--- config.mk ---
export PLATFORM = sky130hd
export DESIGN_NAME = pooled_doubly_linked_list_core_flat
export DESIGN_NICKNAME = d
export VERILOG_FILES = /design/src/sv/pdll_pkg.sv /design/src/sv/pdll_if.sv /design/src/sv/pdll_front.sv /design/src/sv/pdll_back.sv /design/src/sv/pooled_doubly_linked_list_core.sv /design/src/flat_wrapper.sv
export SDC_FILE = /design/constraint.sdc
export NUM_CORES = 1
export LEC_CHECK = 0
export BUFFER_PORTS_ARGS = -buffer_cell sky130_fd_sc_hd__clkbuf_2
export CAP_MARGIN = 20
export CORE_MARGIN = 3
export CORE_UTILIZATION = 50
export CTS_BUF_LIST = sky130_fd_sc_hd__clkbuf_2
export DETAILED_ROUTE_END_ITERATION = 10
export PLACE_DENSITY = 0.73
export SYNTH_ARGS = -nofsm -noshare
export SYNTH_HDL_FRONTEND = slang
export SYNTH_SLANG_ARGS = --single-unit
--- constraint.sdc ---
create_clock -name clk -period 6.1 [get_ports clk]
set_input_delay 1.22 -clock clk [delete_from_list [all_inputs] [get_ports clk]]
set_output_delay 1.22 -clock clk [all_outputs]
set_load 0.005 [all_outputs]
--- src/sv/pdll_pkg.sv ---
// Shared types and codes for the pooled doubly linked list core.
package pdll_pkg;
	typedef enum logic [2:0] {
		ACT_CLEAR     = 3'd0,
		ACT_SEARCH    = 3'd1,
		ACT_INS_HEAD  = 3'd2,
		ACT_INS_TAIL  = 3'd3,
		ACT_INS_AFTER = 3'd4,
		ACT_INS_BEFORE = 3'd5,
		ACT_DELETE    = 3'd6,
		ACT_NONE      = 3'd7
	} action_t;

	typedef enum logic [1:0] {
		ST_DONE      = 2'd0,
		ST_NOT_FOUND = 2'd1,
		ST_FULL      = 2'd2
	} status_t;

	typedef struct packed {
		action_t     action;
		logic [31:0] key_value;
		logic [31:0] new_value;
	} cmd_t;

	typedef struct packed {
		logic [1:0] status;
		logic [3:0] node_index;
		logic       index_valid;
	} rsp_t;
endpackage

--- src/sv/pdll_if.sv ---
// Valid/ready channel interfaces for commands and responses.
interface pdll_cmd_if;
	logic             valid;
	logic             ready;
	logic [2:0]       action;
	logic signed [31:0] key_value;
	logic signed [31:0] new_value;
	modport source (output valid, action, key_value, new_value, input ready);
	modport sink (input valid, action, key_value, new_value, output ready);
endinterface

interface pdll_rsp_if;
	logic       valid;
	logic       ready;
	logic [1:0] status;
	logic [3:0] node_index;
	logic       index_valid;
	modport source (output valid, status, node_index, index_valid, input ready);
	modport sink (input valid, status, node_index, index_valid, output ready);
endinterface

--- src/sv/pdll_front.sv ---
// Front end: accepts command beats into a short queue.
module pdll_front #(
	parameter int DEPTH = 2
) (
	input  logic              clk,
	input  logic              arst_n,
	pdll_cmd_if.sink          cmd,
	output logic              q_valid,
	input  logic              q_pop,
	output pdll_pkg::cmd_t    q_cmd
);
	localparam int AW = (DEPTH > 1) ? $clog2(DEPTH) : 1;
	pdll_pkg::cmd_t fifo_q [DEPTH];
	logic [AW-1:0] wr_q, rd_q;
	logic [AW:0]   cnt_q;
	logic push;
	pdll_pkg::cmd_t in_cmd;

	always_comb begin
		in_cmd.action = pdll_pkg::action_t'(cmd.action);
		in_cmd.key_value = cmd.key_value;
		in_cmd.new_value = cmd.new_value;
	end

	assign cmd.ready = (cnt_q != (AW+1)'(DEPTH));
	assign push = cmd.valid && cmd.ready;
	assign q_valid = (cnt_q != '0);
	assign q_cmd = fifo_q[rd_q];

	always_ff @(posedge clk) begin
		if (push) fifo_q[wr_q] <= in_cmd;
	end

	always_ff @(posedge clk or negedge arst_n) begin
		if (!arst_n) begin
			wr_q <= '0;
			rd_q <= '0;
			cnt_q <= '0;
		end else begin
			if (push) wr_q <= (wr_q == AW'(DEPTH-1)) ? '0 : wr_q + 1'b1;
			if (q_pop) rd_q <= (rd_q == AW'(DEPTH-1)) ? '0 : rd_q + 1'b1;
			cnt_q <= cnt_q + (AW+1)'(push) - (AW+1)'(q_pop);
		end
	end
endmodule

--- src/sv/pdll_back.sv ---
// Back end: walks the list link by link and applies list updates; it pops a new command only when idle.
module pdll_back #(
	parameter int POOL_SIZE = 16
) (
	input  logic              clk,
	input  logic              arst_n,
	input  logic              q_valid,
	output logic              q_pop,
	input  pdll_pkg::cmd_t    q_cmd,
	pdll_rsp_if.source        rsp
);
	localparam int IW = $clog2(POOL_SIZE);
	localparam int LW = IW + 1;
	localparam int SW = $clog2(POOL_SIZE + 1);
	localparam logic [LW-1:0] NULL_L = LW'(POOL_SIZE);

	typedef enum logic [2:0] {S_IDLE, S_FREE, S_WALK, S_READ, S_APPLY, S_OUT} state_t;

	logic [31:0]   val_mem [POOL_SIZE];
	logic [LW-1:0] prv_mem [POOL_SIZE];
	logic [LW-1:0] nxt_mem [POOL_SIZE];
	logic [POOL_SIZE-1:0] used_q;
	logic [LW-1:0] head_q;

	state_t state_q;
	pdll_pkg::cmd_t cmd_q;
	logic [LW-1:0] p_q, n_q, q_q;
	logic [SW-1:0] steps_q;
	logic [31:0]   rd_val_q;
	logic [LW-1:0] rd_nxt_q, rd_prv_q;
	logic [1:0]    st_q;
	logic [3:0]    idx_q;
	logic          iv_q;
	logic          free_ok_q;
	logic [IW-1:0] free_idx_q;

	logic [IW-1:0] p_i, n_i, q_i;
	logic [IW-1:0] pe_idx;
	logic          pe_ok;

	assign p_i = p_q[IW-1:0];
	assign n_i = n_q[IW-1:0];
	assign q_i = q_q[IW-1:0];

	always_comb begin
		pe_ok = 1'b0;
		pe_idx = '0;
		for (int i = POOL_SIZE - 1; i >= 0; i--) begin
			if (!used_q[i]) begin
				pe_ok = 1'b1;
				pe_idx = IW'(i);
			end
		end
	end

	assign q_pop = (state_q == S_IDLE) && q_valid;
	assign rsp.valid = (state_q == S_OUT);
	assign rsp.status = st_q;
	assign rsp.node_index = idx_q;
	assign rsp.index_valid = iv_q;

	// Registered reads of the node arrays at p.
	always_ff @(posedge clk) begin
		rd_val_q <= val_mem[p_i];
		rd_nxt_q <= nxt_mem[p_i];
		rd_prv_q <= prv_mem[p_i];
	end

	always_ff @(posedge clk or negedge arst_n) begin
		if (!arst_n) begin
			state_q <= S_IDLE;
			used_q <= '0;
			head_q <= NULL_L;
			st_q <= '0;
			idx_q <= '0;
			iv_q <= 1'b0;
			p_q <= NULL_L;
			n_q <= NULL_L;
			q_q <= NULL_L;
			steps_q <= '0;
			free_ok_q <= 1'b0;
			free_idx_q <= '0;
			cmd_q <= '0;
		end else begin
			case (state_q)
				S_IDLE: begin
					if (q_valid) begin
						cmd_q <= q_cmd;
						state_q <= S_FREE;
					end
				end
				S_FREE: begin
					free_ok_q <= pe_ok;
					free_idx_q <= pe_idx;
					p_q <= head_q;
					steps_q <= '0;
					idx_q <= '0;
					iv_q <= 1'b0;
					case (cmd_q.action)
						pdll_pkg::ACT_CLEAR: begin
							used_q <= '0;
							head_q <= NULL_L;
							st_q <= pdll_pkg::ST_DONE;
							state_q <= S_OUT;
						end
						pdll_pkg::ACT_INS_HEAD, pdll_pkg::ACT_INS_TAIL: begin
							if (!pe_ok) begin
								st_q <= pdll_pkg::ST_FULL;
								state_q <= S_OUT;
							end else if (cmd_q.action == pdll_pkg::ACT_INS_HEAD
									|| head_q >= NULL_L) begin
								st_q <= pdll_pkg::ST_DONE;
								state_q <= S_APPLY;
							end else begin
								st_q <= pdll_pkg::ST_DONE;
								state_q <= S_READ;
							end
						end
						pdll_pkg::ACT_SEARCH, pdll_pkg::ACT_INS_AFTER,
						pdll_pkg::ACT_INS_BEFORE, pdll_pkg::ACT_DELETE: begin
							if (head_q >= NULL_L) begin
								st_q <= pdll_pkg::ST_NOT_FOUND;
								state_q <= S_OUT;
							end else begin
								st_q <= pdll_pkg::ST_DONE;
								state_q <= S_READ;
							end
						end
						default: begin
							st_q <= pdll_pkg::ST_DONE;
							state_q <= S_OUT;
						end
					endcase
				end
				S_READ: state_q <= S_WALK;
				S_WALK: begin
					if (cmd_q.action == pdll_pkg::ACT_INS_TAIL) begin
						if (rd_nxt_q >= NULL_L || steps_q == SW'(POOL_SIZE - 1)) begin
							state_q <= S_APPLY;
						end else begin
							p_q <= rd_nxt_q;
							steps_q <= steps_q + 1'b1;
							state_q <= S_READ;
						end
					end else if (rd_val_q == cmd_q.key_value) begin
						n_q <= rd_nxt_q;
						q_q <= rd_prv_q;
						if (cmd_q.action == pdll_pkg::ACT_SEARCH) begin
							idx_q <= 4'(p_q);
							iv_q <= 1'b1;
							state_q <= S_OUT;
						end else if (cmd_q.action != pdll_pkg::ACT_DELETE && !free_ok_q) begin
							st_q <= pdll_pkg::ST_FULL;
							state_q <= S_OUT;
						end else begin
							state_q <= S_APPLY;
						end
					end else if (rd_nxt_q >= NULL_L || steps_q == SW'(POOL_SIZE - 1)) begin
						st_q <= pdll_pkg::ST_NOT_FOUND;
						state_q <= S_OUT;
					end else begin
						p_q <= rd_nxt_q;
						steps_q <= steps_q + 1'b1;
						state_q <= S_READ;
					end
				end
				S_APPLY: begin
					iv_q <= 1'b1;
					if (cmd_q.action == pdll_pkg::ACT_DELETE) begin
						idx_q <= 4'(p_q);
						used_q[p_i] <= 1'b0;
						if (q_q >= NULL_L) head_q <= n_q;
					end else begin
						idx_q <= 4'(free_idx_q);
						used_q[free_idx_q] <= 1'b1;
						if (cmd_q.action == pdll_pkg::ACT_INS_HEAD
								|| (cmd_q.action == pdll_pkg::ACT_INS_TAIL && head_q >= NULL_L))
							head_q <= LW'(free_idx_q);
						if (cmd_q.action == pdll_pkg::ACT_INS_BEFORE && q_q >= NULL_L)
							head_q <= LW'(free_idx_q);
					end
					state_q <= S_OUT;
				end
				S_OUT: begin
					if (rsp.ready) state_q <= S_IDLE;
				end
				default: state_q <= S_IDLE;
			endcase
		end
	end

	// Link and value writes, done in the apply cycle.
	always_ff @(posedge clk) begin
		if (state_q == S_APPLY) begin
			case (cmd_q.action)
				pdll_pkg::ACT_INS_HEAD: begin
					val_mem[free_idx_q] <= cmd_q.new_value;
					prv_mem[free_idx_q] <= NULL_L;
					nxt_mem[free_idx_q] <= head_q;
					if (head_q < NULL_L) prv_mem[head_q[IW-1:0]] <= LW'(free_idx_q);
				end
				pdll_pkg::ACT_INS_TAIL: begin
					val_mem[free_idx_q] <= cmd_q.new_value;
					nxt_mem[free_idx_q] <= NULL_L;
					if (head_q >= NULL_L) begin
						prv_mem[free_idx_q] <= NULL_L;
					end else begin
						nxt_mem[p_i] <= LW'(free_idx_q);
						prv_mem[free_idx_q] <= p_q;
					end
				end
				pdll_pkg::ACT_INS_AFTER: begin
					val_mem[free_idx_q] <= cmd_q.new_value;
					prv_mem[free_idx_q] <= p_q;
					nxt_mem[free_idx_q] <= n_q;
					nxt_mem[p_i] <= LW'(free_idx_q);
					if (n_q < NULL_L) prv_mem[n_i] <= LW'(free_idx_q);
				end
				pdll_pkg::ACT_INS_BEFORE: begin
					val_mem[free_idx_q] <= cmd_q.new_value;
					prv_mem[free_idx_q] <= q_q;
					nxt_mem[free_idx_q] <= p_q;
					prv_mem[p_i] <= LW'(free_idx_q);
					if (q_q < NULL_L) nxt_mem[q_i] <= LW'(free_idx_q);
				end
				pdll_pkg::ACT_DELETE: begin
					if (q_q < NULL_L) nxt_mem[q_i] <= n_q;
					if (n_q < NULL_L) prv_mem[n_i] <= q_q;
				end
				default: ;
			endcase
		end
	end
endmodule

--- src/sv/pooled_doubly_linked_list_core.sv ---
// Top level of the pooled doubly linked list core.
// Command path: the beat enters the queue, then IDLE, FREE and OUT for clear, unused code,
// full pool and empty list, with APPLY before OUT for head insert; a walk adds READ and
// WALK per node visited, up to POOL_SIZE nodes, before OUT (search) or APPLY (insert, delete).
// Throughput: one command at a time in the back end; the queue takes up to two beats meanwhile.
// Reset: arst_n clears the used map, head pointer, queue and control state.
module pooled_doubly_linked_list_core #(
	parameter int POOL_SIZE = 16
) (
	input logic        clk,
	input logic        arst_n,
	pdll_cmd_if.sink   cmd,
	pdll_rsp_if.source rsp
);
	logic q_valid, q_pop;
	pdll_pkg::cmd_t q_cmd;

	pdll_front #(.DEPTH(2)) u_front (
		.clk(clk), .arst_n(arst_n), .cmd(cmd),
		.q_valid(q_valid), .q_pop(q_pop), .q_cmd(q_cmd)
	);

	pdll_back #(.POOL_SIZE(POOL_SIZE)) u_back (
		.clk(clk), .arst_n(arst_n),
		.q_valid(q_valid), .q_pop(q_pop), .q_cmd(q_cmd), .rsp(rsp)
	);
endmodule

--- src/flat_wrapper.sv ---
// flat-port wrapper written by rule: the top's interface ports become plain ports
module pooled_doubly_linked_list_core_flat 
#(
	parameter int POOL_SIZE = 16
)
  (clk, arst_n, cmd_valid, cmd_action, cmd_key_value, cmd_new_value, cmd_ready, rsp_valid, rsp_status, rsp_node_index, rsp_index_valid, rsp_ready);
  pdll_cmd_if cmd_i ();
  pdll_rsp_if rsp_i ();
  input logic clk;
  input logic arst_n;
  input wire logic [$bits(cmd_i.valid)-1:0] cmd_valid;
  input wire logic [$bits(cmd_i.action)-1:0] cmd_action;
  input wire logic [$bits(cmd_i.key_value)-1:0] cmd_key_value;
  input wire logic [$bits(cmd_i.new_value)-1:0] cmd_new_value;
  output wire logic [$bits(cmd_i.ready)-1:0] cmd_ready;
  output wire logic [$bits(rsp_i.valid)-1:0] rsp_valid;
  output wire logic [$bits(rsp_i.status)-1:0] rsp_status;
  output wire logic [$bits(rsp_i.node_index)-1:0] rsp_node_index;
  output wire logic [$bits(rsp_i.index_valid)-1:0] rsp_index_valid;
  input wire logic [$bits(rsp_i.ready)-1:0] rsp_ready;
  assign cmd_i.valid = cmd_valid;
  assign cmd_i.action = cmd_action;
  assign cmd_i.key_value = cmd_key_value;
  assign cmd_i.new_value = cmd_new_value;
  assign cmd_ready = cmd_i.ready;
  assign rsp_valid = rsp_i.valid;
  assign rsp_status = rsp_i.status;
  assign rsp_node_index = rsp_i.node_index;
  assign rsp_index_valid = rsp_i.index_valid;
  assign rsp_i.ready = rsp_ready;
  pooled_doubly_linked_list_core #(.POOL_SIZE(POOL_SIZE)) u_core (.clk(clk), .arst_n(arst_n), .cmd(cmd_i), .rsp(rsp_i));
endmodule
==> impl_results.md <==
- First DRT Iteration DRCs: ~2400
- Cell Rows: 102
- Vias per inst: 5.923
- GRT Resource Usage Total: between 20% and 30%
- Wirelength per Cell: 24.92 microns
- Post-route clock period utilization: 62.71%
- R2R depth: 5
- Largest family of logic cells by synthesized area: multiplexers
- Highest Clock Rate: 0.2614 GHz
- DIE AREA: a little over 80000 sq um
- Skew final: 0.1107 ns
- Switch Pwr: between 6 and 7 mW
- Net count, final: between 2000 and 3000
- Synth Area in Simple Gates: roughly 4.1%
- Min-delay src: rsp_ready
- Most used DFF post-synth: edfxtp_1
- Largest net degree at the start of global routing: between 100 and 150
- Max Cap Viol: 0
- XOR/XNOR Fraction of Synth Area: 0.8193%
- Outcome: finished clean
- Synth Cell Area: about 40000 sq um
- CP arrival: 4.87 ns
- Routed WL: approximately 92000 microns
- Clk_lat worst skew: roughly 1.4 ns
- Initial antenna violation count: 2
- Int Pwr: around 13 mW
- Leak: 15.87 nW
- Placement Cell Area: around 40000 sq um
- Post-synth EDFFs: approximately 800
- Port bufs: 79
- Final hold violations: 0
- Clock Pin Slew Worst Setup and Hold Paths: 0.12 ns
- Hold_ws: between 0.2 and 0.3 ns
- First drt pass iteration count: 5
- Reg power frac: 50.6%
- Netlist cell types: 73
- YS warnings: 0
- HPWL Detailed: between 50000 and 60000 microns
- Fin Setup TNS: 0 ns
- Filler-free cell count of the finished design: roughly 3700
- Cells after Synth: around 2200
- Critical Path Fanout Max: 26
- First-pass GRT wire length: 139100 microns
- ANT nets after route: 0
- Avg Inst Size Synth: 18.14 sq um
- Maximum buffer depth of the clock tree: 3
- Tot Pwr: slightly below 20 mW
- Area grow syn2layout: 11.33%
- Via count: 21950
- Most frequent cells in the layout: edfxtp_1, clkbuf_2, mux2i_1
- Setup Fix Bufs, Post-CTS: 0
- CP required: about 7 ns
- I/O Pins: 80
- Initial core utilization: 50.81%
- GRT overflow: 0
- Core ar.: ~80000 sq um
- Logic pwr share: ~28%
- FF-to-FF Start: u_core.u_back.p_q[2]
- Syn nets: 2255
- VDD IR max: 0.5300 mV
- TritonCTS buffer count: 222
- Post-synthesis adder-cell area fraction: less than 1%
- CTS tree: yes
- Gpl congestion: about 0.9
- Unrepaired setup endpoints after global routing: no
- Compound-Gate Fraction of Synth Area: roughly 3.5%
- Sequential-to-total area share from yosys stat: a little under three quarters
- Share of layout cells above drive strength 1: between 20% and 30%
- H-Tree Depth: 4
- Hold depth: 4
- Root Driver: clkbuf_2
- Rel. slew slack: approximately 27%
- # DRC: 0
- Cell area power density: between 400 and 500 nW/um^2
- Most common cell after layout, fill and taps aside: edfxtp_1
- Final setup fails: 0
- Reg2Reg Capture Point: u_core.u_back.prv_mem[4][0]
- Clock sinks: just under 1000
- Asr flop ratio synth: 13.03%
- Critical path launch point type: flip-flop
- Sw Ratio: roughly 34%
- Fin crit period: 3.825 ns
- Min-delay worst type: in -> reg
- Crit Path Category: reg -> reg
- Vias in the first global route: ~23000
- Placed cells: ~3200
- Clock Power Share: about a fifth
- Die height: roughly 290 microns
- Endpoint class of the critical path: flip-flop
- Worst-Margin Slew: ~1.1 ns
- Post-CTS sizing: 0
- Yosys reg bits: 975
- Finished Cell Area: roughly 44000 sq um
- Slew Limit Fails: 0
- Die W: between 200 and 300 microns
- Multiplexer area fraction after synthesis: 18.43%
- Endpoint, Worst Hold: u_core.u_back.state_q[2]
- Reg-to-reg setup timing slack: around 2.3 ns
cell type report:
cell class | count | area, sq um
Timing Repair Buffer | 194 | 1506
Multi-Input combinational cell | 1047 | 10770
Antenna cell | 4 | 10.01
Fill cell | 5932 | 33810
Clock buffer | 344 | 1722
Tap cell | 1040 | 1301
Clock inverter | 79 | 395.4
Inverter | 23 | 90.09
Sequential cell | 975 | 28240
power by group through the flow:
stage | registers, mW | logic [mW] | clock network (mW)
floorplan | 9.31 | 4.13 | 0
global placement | 9.85 | 5.23 | 0
detailed placement | 9.95 | 5.37 | 0
CTS | 9.80 | 5.43 | 4.24
global route | 9.94 | 5.83 | 4.61
finish | 9.81 | 5.42 | 4.14
metal layers:
metal	up-vias	share of wire [%]	track usage [%]	wire length, microns
li1	9453	-	-	-
met1	11220	40	30.87	37100
met3	175	8.6	5.638	7972
met5	-	0	0	0
met4	0	2.6	8.121	2447
met2	1104	49	35.99	44850
how the worst max path moves through the flow:
| stage | startpoint | slack, ns | end | cells after the start |
|---|---|---|---|---|
| final | u_core.u_back.p_q[2] | 2.27 | u_core.u_back.prv_mem[4][0] | 5 |
| after detailed placement | u_core.u_back.p_q[2] | 2.35 | u_core.u_back.prv_mem[4][2] | 5 |
| after global routing | u_core.u_back.p_q[2] | 2.04 | u_core.u_back.prv_mem[4][0] | 5 |
| after global placement | u_core.u_back.state_q[1] | 2.42 | u_core.u_back.val_mem[8][13] | 5 |
| after floorplan | cmd_valid | 1.49 | u_core.u_front.fifo_q[0][0] | 2 |
| after CTS | u_core.u_back.state_q[1] | 2.26 | rsp_valid | 2 |
cell usage after synthesis, drive strengths merged (4+ instances only):
cell,number,area share [%]
edfxtp,806,61
nor2,113,1.1
nand2b,26,0.41
nor2b,8,0.13
inv,23,0.22
nand2,54,0.52
ha,4,0.13
or3,9,0.14
and2,4,0.063
o221a,4,0.11
dfrtp,123,7.8
xor2,33,0.73
o31ai,5,0.095
dfstp,4,0.27
nor4b,4,0.13
mux2i,239,6.0
nand3,23,0.33
buf,45,0.56
mux2,15,0.43
o41ai,4,0.089
and3,8,0.13
clkbuf,90,0.85
or2,8,0.13
mux4,210,12
a22oi,8,0.15
and3b,4,0.089
nand4,9,0.14
dfxtp,42,2.1
nor3,19,0.34
or4,4,0.085
o211ai,4,0.089
o21ai,47,0.59
xnor2,4,0.089
a21oi,118,1.5
nor4,11,0.21
a31oi,11,0.21
worst max-delay path, stage by stage (launching register included):
cell and delay, ns:
dfrtp_1 0.70, clkinv_2 0.81, nor2_1 0.84, or2_1 0.34
nand3_1 0.12, o31ai_1 0.64
cell families after synthesis:
group	count (synthesis)
AO/OA/AOI/OAI	230
XOR/XNOR	37
adder cells (fa/ha/maj)	4
buffers and inverters	158
flip-flops	975
multiplexers	464
AND/OR/NAND/NOR	312
metrics by stage:
stage,util (%),setup slack [ns]
6_report,56.56,2.275
5_1_grt,56.56,2.039
4_1_cts,56.55,2.258
3_5_place_dp,52.96,2.353
3_3_place_gp,52.86,2.416
2_1_floorplan,-,1.493
flip-flops by register name, summed over array words and instances (netlist names), 2 cells and up:
signal and cells:
u_core.u_back.free_idx_q 4, u_core.u_back.nxt_mem 80, u_core.u_back.cmd_q 67, u_core.u_back.q_q 5, u_core.u_back.n_q 5, u_core.u_back.head_q 5
u_core.u_back.rsp.node_index 4, u_core.u_back.p_q 5, u_core.u_back.rsp.status 2, u_core.u_back.used_q 16, u_core.u_back.state_q 3, u_core.u_back.steps_q 5
u_core.u_back.rd_val_q 32, u_core.u_back.prv_mem 80, u_core.u_front.fifo_q 134, u_core.u_front.cnt_q 2, u_core.u_back.rd_prv_q 5, u_core.u_back.val_mem 512
u_core.u_back.rd_nxt_q 5
repair_timing:
item,4_1_cts,5_1_grt
hold endpoints to repair,257,0
hold buffers,68,0
setup endpoints to repair,0,0
No activity file was read; power rests on OpenSTA's default activity.
